`src/hw/rtl/hex_record_flash_writer_core_macros.svh`:
```
// Assertion macros used by the top level of the hex record flash writer RTL.
`ifndef HEX_RECORD_FLASH_WRITER_CORE_MACROS_SVH
`define HEX_RECORD_FLASH_WRITER_CORE_MACROS_SVH

// Same-cycle implication, checked outside reset.
`define HRFW_ASSERT_NOW(label, clk, rst_n, ante, cons, msg) \
  label: assert property (@(posedge clk) disable iff (!rst_n) (ante) |-> (cons)) \
    else $error(msg);

// Next-cycle implication, checked outside reset.
`define HRFW_ASSERT_NEXT(label, clk, rst_n, ante, cons, msg) \
  label: assert property (@(posedge clk) disable iff (!rst_n) (ante) |=> (cons)) \
    else $error(msg);

`endif

```
`src/hw/rtl/hrfw_pkg.sv`:
```
// Types and constants of the hex record flash writer.
`default_nettype none

package hrfw_pkg;

  localparam logic [31:0] FlashBaseReset = 32'h0800_0000;

  localparam logic [7:0] CharColon      = 8'h3A;
  localparam logic [7:0] CharZero       = 8'h30;
  localparam logic [7:0] CharNine       = 8'h39;
  localparam logic [7:0] HexAlphaOffset = 8'd55;

  // Character positions within a record, colon at zero.
  localparam logic [9:0] PosCountLo  = 10'd1;
  localparam logic [9:0] PosCountHi  = 10'd2;
  localparam logic [9:0] PosOffsetLo = 10'd3;
  localparam logic [9:0] PosOffsetHi = 10'd6;
  localparam logic [9:0] PosKind     = 10'd8;
  localparam logic [9:0] PosDataLo   = 10'd9;
  localparam logic [9:0] PosMax      = 10'd1023;

  localparam logic [1:0] PhaseLastDigit = 2'd3;
  localparam logic [3:0] KindData       = 4'd0;

  typedef struct packed {
    logic        valid;
    logic [31:0] address;
    logic [15:0] halfword;
    logic        last;
  } hrfw_result_t;

endpackage

`default_nettype wire

```
`src/hw/rtl/hrfw_parser.sv`:
```
// Record field tracking and halfword assembly for one character per cycle while step_i is high.
`default_nettype none

module hrfw_parser
  import hrfw_pkg::*;
(
  input  logic         clk_i,
  input  logic         rst_ni,
  input  logic         step_i,
  input  logic [7:0]   char_i,
  input  logic [31:0]  flash_base_i,
  output hrfw_result_t result_o
);

  logic [9:0]  pos_q, pos_d;
  logic        in_record_q, in_record_d;
  logic [7:0]  byte_count_q, byte_count_d;
  logic [15:0] offset_q, offset_d;
  logic [3:0]  kind_q, kind_d;
  logic [11:0] partial_q, partial_d;
  logic [6:0]  index_q, index_d;

  logic       is_colon;
  logic [7:0] digit_diff;
  logic [3:0] nib;
  logic [9:0] pos_next;
  logic [9:0] data_pos;
  logic [1:0] phase;
  logic [6:0] half_count;
  logic       data_active;
  logic       emit;

  always_comb begin
    is_colon = (char_i == CharColon);
    if (char_i >= CharZero && char_i <= CharNine) begin
      digit_diff = char_i - CharZero;
    end else begin
      digit_diff = char_i - HexAlphaOffset;
    end
    nib         = digit_diff[3:0];
    pos_next    = (pos_q < PosMax) ? pos_q + 10'd1 : pos_q;
    data_pos    = pos_next - PosDataLo;
    phase       = data_pos[1:0];
    half_count  = byte_count_q[7:1];
    data_active = (pos_next >= PosDataLo) && (pos_next < PosMax) &&
                  (kind_q == KindData) && (index_q < half_count);
    emit        = step_i && !is_colon && in_record_q && data_active &&
                  (phase == PhaseLastDigit);
  end

  always_comb begin
    pos_d        = pos_q;
    in_record_d  = in_record_q;
    byte_count_d = byte_count_q;
    offset_d     = offset_q;
    kind_d       = kind_q;
    partial_d    = partial_q;
    index_d      = index_q;
    if (step_i) begin
      if (is_colon) begin
        // Restart the record from scratch.
        pos_d        = '0;
        in_record_d  = 1'b1;
        byte_count_d = '0;
        offset_d     = '0;
        kind_d       = '0;
        partial_d    = '0;
        index_d      = '0;
      end else if (in_record_q) begin
        pos_d = pos_next;
        priority if (pos_next == PosCountLo || pos_next == PosCountHi) begin
          byte_count_d = {byte_count_q[3:0], nib};
        end else if (pos_next >= PosOffsetLo && pos_next <= PosOffsetHi) begin
          offset_d = {offset_q[11:0], nib};
        end else if (pos_next == PosKind) begin
          kind_d = nib;
        end else if (data_active) begin
          if (phase != PhaseLastDigit) begin
            partial_d = {partial_q[7:0], nib};
          end else begin
            partial_d = '0;
            index_d   = index_q + 7'd1;
          end
        end else begin
          // Hold fields: type high digit, checksum, trailing characters.
          partial_d = partial_q;
        end
      end
    end
  end

  always_ff @(posedge clk_i or negedge rst_ni) begin
    if (!rst_ni) begin
      pos_q        <= '0;
      in_record_q  <= 1'b0;
      byte_count_q <= '0;
      offset_q     <= '0;
      kind_q       <= '0;
      partial_q    <= '0;
      index_q      <= '0;
    end else begin
      pos_q        <= pos_d;
      in_record_q  <= in_record_d;
      byte_count_q <= byte_count_d;
      offset_q     <= offset_d;
      kind_q       <= kind_d;
      partial_q    <= partial_d;
      index_q      <= index_d;
    end
  end

  // First data byte lands in the low eight bits.
  always_comb begin
    result_o.valid    = emit;
    result_o.address  = (flash_base_i | {16'b0, offset_q}) + {24'b0, index_q, 1'b0};
    result_o.halfword = {partial_q[3:0], nib, partial_q[11:8], partial_q[7:4]};
    result_o.last     = (({1'b0, index_q} + 8'd1) == {1'b0, half_count});
  end

endmodule

`default_nettype wire

```
`src/hw/rtl/hex_record_flash_writer_core.sv`:
```
// Hex record text to halfword flash write converter, top level.
//
// Usage:
//   Input channel (in_valid_i/in_ready_o/text_char_i) takes one ASCII
//   character per transfer. A colon opens a record; data records produce one
//   write per four data characters on the output channel (out_valid_o/
//   out_ready_i) with address, halfword and a last-in-record flag.
//   Config channel (cfg_valid_i/cfg_ready_o/flash_base_i) loads the base
//   address; it is always ready and should be written while the block idles.
//   Throughput: one character per cycle while the output is not held, set by the single parse stage.
//   Path: the character that completes a halfword passes the input register,
//   then the result register, before its write appears on the output channel.
//   Reset: no record open, base address 0x0800_0000, both stages empty.
//   Stall: a held output keeps its result; the input register still takes
//   one more character, and in_ready_o drops only when both stages are full.
`default_nettype none

`include "hex_record_flash_writer_core_macros.svh"

module hex_record_flash_writer_core
  import hrfw_pkg::*;
(
  input  logic        clk_i,
  input  logic        rst_ni,
  input  logic        in_valid_i,
  output logic        in_ready_o,
  input  logic [7:0]  text_char_i,
  input  logic        cfg_valid_i,
  output logic        cfg_ready_o,
  input  logic [31:0] flash_base_i,
  output logic        out_valid_o,
  input  logic        out_ready_i,
  output logic [31:0] write_address_o,
  output logic [15:0] write_halfword_o,
  output logic        last_in_record_o
);

  logic        s1_valid_q;
  logic [7:0]  s1_char_q;
  logic [31:0] base_q;
  logic        out_valid_q;
  logic [31:0] out_address_q;
  logic [15:0] out_halfword_q;
  logic        out_last_q;

  logic         s1_fire;
  logic         in_fire;
  hrfw_result_t res;

  assign s1_fire     = s1_valid_q && (!out_valid_q || out_ready_i);
  assign in_ready_o  = !s1_valid_q || s1_fire;
  assign in_fire     = in_valid_i && in_ready_o;
  assign cfg_ready_o = 1'b1;

  hrfw_parser u_parser (
    .clk_i        (clk_i),
    .rst_ni       (rst_ni),
    .step_i       (s1_fire),
    .char_i       (s1_char_q),
    .flash_base_i (base_q),
    .result_o     (res)
  );

  always_ff @(posedge clk_i or negedge rst_ni) begin
    if (!rst_ni) begin
      s1_valid_q  <= 1'b0;
      out_valid_q <= 1'b0;
      base_q      <= FlashBaseReset;
    end else begin
      if (in_fire) begin
        s1_valid_q <= 1'b1;
      end else if (s1_fire) begin
        s1_valid_q <= 1'b0;
      end
      if (res.valid) begin
        out_valid_q <= 1'b1;
      end else if (out_ready_i) begin
        out_valid_q <= 1'b0;
      end
      if (cfg_valid_i) begin
        base_q <= flash_base_i;
      end
    end
  end

  always_ff @(posedge clk_i) begin
    if (in_fire) begin
      s1_char_q <= text_char_i;
    end
    if (res.valid) begin
      out_address_q  <= res.address;
      out_halfword_q <= res.halfword;
      out_last_q     <= res.last;
    end
  end

  assign out_valid_o      = out_valid_q;
  assign write_address_o  = out_address_q;
  assign write_halfword_o = out_halfword_q;
  assign last_in_record_o = out_last_q;

  `HRFW_ASSERT_NOW(a_result_from_fire, clk_i, rst_ni, res.valid, s1_fire, "result without stage fire")
  `HRFW_ASSERT_NOW(a_result_slot_free, clk_i, rst_ni, res.valid, !out_valid_q || out_ready_i, "result overwrites pending output")
  `HRFW_ASSERT_NEXT(a_stage_holds, clk_i, rst_ni, s1_valid_q && !s1_fire, s1_valid_q && $stable(s1_char_q), "stalled character lost")
  `HRFW_ASSERT_NOW(a_ready_low_cause, clk_i, rst_ni, !in_ready_o, s1_valid_q && out_valid_q && !out_ready_i, "input stalled without full pipeline")

endmodule

`default_nettype wire

```
`config.mk`:
```
export PLATFORM = sky130hd
export DESIGN_NAME = hex_record_flash_writer_core
export DESIGN_NICKNAME = d
export VERILOG_FILES = /design/src/hw/rtl/hrfw_pkg.sv /design/src/hw/rtl/hrfw_parser.sv /design/src/hw/rtl/hex_record_flash_writer_core.sv
export VERILOG_INCLUDE_DIRS = /design/src /design/src/hw/rtl
export SDC_FILE = /design/constraint.sdc
export NUM_CORES = 1
export LEC_CHECK = 0
export ABC_AREA = 1
export BUFFER_PORTS_ARGS = -buffer_cell sky130_fd_sc_hd__buf_4
export CAP_MARGIN = 30
export CORE_AREA = 8 8 169 91
export DETAILED_ROUTE_END_ITERATION = 8
export DIE_AREA = 0 0 177 99
export PLACE_DENSITY = 0.82
export SLEW_MARGIN = 30
export SYNTH_ARGS = -nofsm -noshare
export SYNTH_HDL_FRONTEND = slang
export SYNTH_SLANG_ARGS = --single-unit
```
`constraint.sdc`:
```
create_clock -name clk_i -period 4.8 [get_ports clk_i]
set_input_delay 1.2 -clock clk_i [delete_from_list [all_inputs] [get_ports clk_i]]
set_output_delay 1.2 -clock clk_i [all_outputs]
set_load 0.03 [all_outputs]
```
# After elaboration in Yosys (flattened, before gate mapping)
# Index checks and enable logic that the tools add are counted.
# word_totals
register_bits,149
inputBits,45
out_inout_bits,52
# op_classes
n_addsub,7
magnitude_cmp,8
eq_ne,11
n_mux,34
bitwise_logic,1
reduce_logical,32
# op_table
op,n
2-to-1 mux 12 bit,7
2-to-1 mux 16 bit,4
2-to-1 mux 7 bit,7
adder 32 x 8 -> 32 bit,1
OR 32 x 16 -> 32 bit,1
2-to-1 mux 10 bit,3
2-to-1 mux 4 bit,6
2-to-1 mux 8 bit,3
"< comparator 10 bit, second input constant",2
nonzero test 2 bit,7
logical AND 1 bit,11
"adder 10 x 1 -> 10 bit, second input constant",1
"equality test 10 x 1 -> 1 bit, second input constant",1
"equality test 10 x 2 -> 1 bit, second input constant",1
"equality test 10 x 4 -> 1 bit, second input constant",1
"greater-or-equal comparator 10 x 2 -> 1 bit, second input constant",1
"greater-or-equal comparator 10 x 4 -> 1 bit, second input constant",1
"<= comparator 10 x 3 -> 1 bit, second input constant",1
"adder 7 x 1 -> 8 bit, second input constant",1
"equality test 8 x 6 -> 1 bit, second input constant",1
equality test 8 x 7 -> 1 bit,1
"greater-or-equal comparator 8 x 6 -> 1 bit, second input constant",1
"<= comparator 8 x 6 -> 1 bit, second input constant",1
"inequality test 2 x 1 -> 1 bit, second input constant",4
17 further kinds,25

# Depth between registers and ports, before layout
# depth
word_depth,12
depth_mapped,17
depth_no_buf,16

# Cells and area by module
# A second synthesis with hierarchy kept.
# unflattened
cells_unflattened,823
hier_area_um2,7798.7
# by_module_without_submodules
module,instances,cells_each,area_each_um2,seq_area_each_um2
hrfw_parser,1,619,4571.9,1451.4
hex_record_flash_writer_core,1,204,3226.8,2563.7

# Worst setup path before layout
# OpenSTA, ideal clock, no wires.
# synth_timing
path_type,input to register
start,input out_ready_i
end,"register out_last_q, in the netlist last_in_record_o (enable)"
setup_ps,456
t_arrival_ps,4116
path_slack_ps,228
stages,8
path_buffers,0
cell_sequence,nor2_1 inv_1 nand2_1 nor2_1 inv_1 nor2_1 nand2_1 nor2_1
# synth_rtl
item,line,text
from (decl),hex_record_flash_writer_core.sv:32,"input logic out_ready_i,"
to (signal assigned),hex_record_flash_writer_core.sv:93,out_last_q <= res.last;
to (decl),hex_record_flash_writer_core.sv:44,logic out_last_q;

==> results.py <==
metrics = {
    "clock_network": {
        "ctsHoldBuffers": 0,
        "htree_levels": 4,
        "cts_tree": "yes",
        "clk_pin_slew_ns": 0.07,
        "cts.sink_count": 149,
        "cts_setup_buffers": 0,
        "cts.repair.resized": 0,
        "clock_latency_ns": 0.42,
        "numCtsBuffers": 17,
        "root_buffer": "clkbuf_16",
        "clock_path_buffers": 2,
    },
    "power_and_ir_drop": {
        "vdd_drop_max_v": 0.000266,
        "power_density_nw_per_um2": 559,
        "finalPower_mw": 4.93,
        "p_leak_nw": 4.08,
    },
    "logic_synthesis": {
        "ys_ff_latch": 149,
        "avgSynthCellArea_sq_um": 9.48,
        "syn_area_sq_um": 7390,
        "async_reset_ff_share_pct": 61.7,
        "yosysSeqAreaShare_pct": 54.3,
        "yosysUniqueCellTypes": 43,
        "synth_cells": 780,
        "synth_top_flop_cell": "dfrtp_1",
        "synth.net_count": 849,
        "yosys_warnings": 0,
        "synth_edf_count": 57,
    },
    "drt": {
        "vias_per_cell": 5.50,
        "antenna_left": 0,
        "wl_per_cell_um": 17.2,
        "wl_met1_mm": 8.83,
        "wl_met3_mm": 1.86,
        "first_pass_iters": 7,
        "top_layer": "met4",
        "drc": 0,
        "drt-initial-drc-count": 800,
        "vias": 5869,
        "met2_length_mm": 7.50,
        "route.final.wire_length_mm": 18.3,
    },
    "finish": {
        "num_antenna_cells": 0,
        "area_growth_pct": 19.4,
        "nets": 947,
        "seqCellArea_sq_um": 4020,
        "nFillCells": 997,
        "layout_common_cells": "172 x nand2_1, 98 x buf_4, 91 x dfrtp_1, 88 x inv_1, 73 x nor2_1",
        "drive_gt1_share_pct": 20.5,
        "final_common_cell": "nand2_1",
        "multiInputGateArea_sq_um": 2950,
    },
    "grt": {
        "grt_pass1_wl_mm": 29.5,
        "grt_max_degree": 73,
        "track_usage_pct": 21.4,
        "grt_pass1_vias": 5586,
        "antenna_found_initial": 0,
        "grt-ovfl-total": 0,
    },
    "worst_setup_path": {
        "worstReg2RegEnd": "write_halfword_o[5]",
        "rr_startpoint": "s1_char_q[0]",
        "reg2reg_depth": 8,
        "cp.required_ns": 4.85,
        "startpoint_type": "flop",
        "path_class": "flop to flop",
        "rrSetupSlack_ns": 1.30,
        "path_max_fanout": 49,
        "arrival_ns": 3.55,
        "cp_slowest_stage_delay_ns": 0.55,
        "endpoint_kind": "flop",
        "worst_path_most_repeated_cell": "inv_1",
        "crit_chain": "inv_1, ha_1, nand3_1, inv_1, nor2_1, nand2_1, nor2_4, buf_4",
        "cp_slowest_cell": "nand3_1",
    },
    "sta": {
        "fmax_mhz": 286,
        "hold_viol_final": 0,
        "finalSetupViolations": 0,
        "fin_tns_setup_ns": 0,
        "hold_slack_ns": 0.453,
        "worst_slew_pin_slew_ns": 0.878,
        "finalMaxSlewViolations": 0,
        "fin_skew_ns": 0.00981,
        "fin_crit_ns": 3.50,
        "rsz0062_at_grt": "false",
        "fin_crit_sh_pct": 72.9,
        "fin_ws_ns": 1.30,
        "relSlewSlack_pct": 41.4,
    },
    "floorplanning": {
        "dieArea_sq_um": 17500,
        "num_rows": 30,
        "initial_core_util_pct": 56.4,
        "ios": 97,
        "die_y_um": 99,
        "die_w_um": 177,
        "fp.coreArea_sq_um": 13100,
    },
    "placed_design": {
        "io_buffer_count": 95,
        "hpwl_mm": 13.2,
        "dp_slack_ns": 1.31,
        "place_congestion": 0.950,
    },
    "hold_path": {
        "hold_depth": 0,
        "min-delay-start": "u_parser.partial_q[10]",
        "min_to": "write_halfword_o[6]",
        "worstHoldPathType": "flop to flop",
    },
    "run": {
        "drv_cap": 0,
    },
    "outcome": {
        "status": "completed",
    },
}
-- logic make-up after synthesis --
family | after synthesis | synth area share [%]
adders and majority gates | 24 | 4.16
and+or+nand+nor | 378 | 23.2
AOI/OAI and AO/OA | 59 | 4.62
buffers and inverters | 109 | 5.94
muxes | 18 | 2.74
xor gates and xnor gates | 42 | 4.97
other | 1 | 0.0507
DFF | 149 | 54.3
-- critical path, delay by kind of cell, from the launching register on --
family / cells / cell delay, ns
and+or+nand+nor: 4 / 1.39
buffers and inverters: 3 / 1.07
DFF: 1 / 0.37
adders and majority gates: 1 / 0.21
-- routing by layer --
layer / vias up / GRT usage (%)
met1: 2780 / 32.7
met4: 0 / 6.10
met3: 15 / 5.99
met2: 289 / 28.5
li1: 2785 / -
met5: - / 0
-- power breakdown --
group / switching, mW / internal (mW) / total [mW]
Combinational: 1.18 / 0.570 / 1.75
Clock: 0.566 / 0.726 / 1.29
Sequential: 0.224 / 1.66 / 1.89
-- state kept, by name, summed over array words and instances, names as in the netlist --
| name | flops |
|---|---|
| s1_valid_q | 1 |
| base_q | 32 |
| u_parser.byte_count_q | 8 |
| last_in_record_o | 1 |
| u_parser.in_record_q | 1 |
| write_halfword_o | 16 |
| u_parser.partial_q | 12 |
| s1_char_q | 8 |
| out_valid_o | 1 |
| u_parser.pos_q | 10 |
| u_parser.offset_q | 16 |
| u_parser.index_q | 7 |
| u_parser.kind_q | 4 |
| write_address_o | 32 |
-- cells in the mapped netlist, drive strengths merged (2+ instances only) --
| cell | n | area (sq um) |
|---|---|---|
| nor2 | 82 | 338 |
| o21ai | 31 | 159 |
| nor4 | 2 | 12.5 |
| xnor2 | 8 | 70.1 |
| o31ai | 3 | 22.5 |
| o21bai | 3 | 26.3 |
| dfrtp | 91 | 2280 |
| buf | 10 | 67.6 |
| nand2 | 174 | 658 |
| nand4 | 30 | 188 |
| xor2 | 34 | 298 |
| inv | 89 | 334 |
| or2 | 8 | 50.1 |
| a21oi | 7 | 35.0 |
| mux2 | 18 | 203 |
| ha | 23 | 288 |
| nor3 | 13 | 81.3 |
| o22ai | 12 | 75.1 |
| nand3 | 66 | 365 |
| clkbuf | 10 | 37.5 |
| edfxtp | 57 | 1710 |
-- worst max path at each step --
stage,from,to,slack [ns],cells after the start
finish,s1_char_q[0],write_halfword_o[5],1.30,8
global route,s1_char_q[0],write_halfword_o[6],1.07,8
CTS,s1_char_q[0],write_halfword_o[5],1.36,8
detailed placement,out_ready_i,write_halfword_o[12],1.31,10
global placement,out_ready_i,write_halfword_o[12],1.42,10
floorplan,out_ready_i,last_in_record_o,0.23,8
-- through the flow --
step	area [sq um]	util, %	std cells
global route	8830	67.4	1067
CTS	8830	67.4	1067
finish	8830	67.4	1067
detailed placement	8260	63.1	1035
global placement	8260	63.1	1035
floorplan	7390	-	780
-- cell type report --
cell class	instances	area share, %
clock buffers	17	4.82
clock inverters	15	1.61
inverters	89	3.78
multi-input cells	522	33.4
flip-flops and latches	149	45.5
well taps	176	2.49
repair buffers	99	8.46
Power figures use the tool's default switching activity.
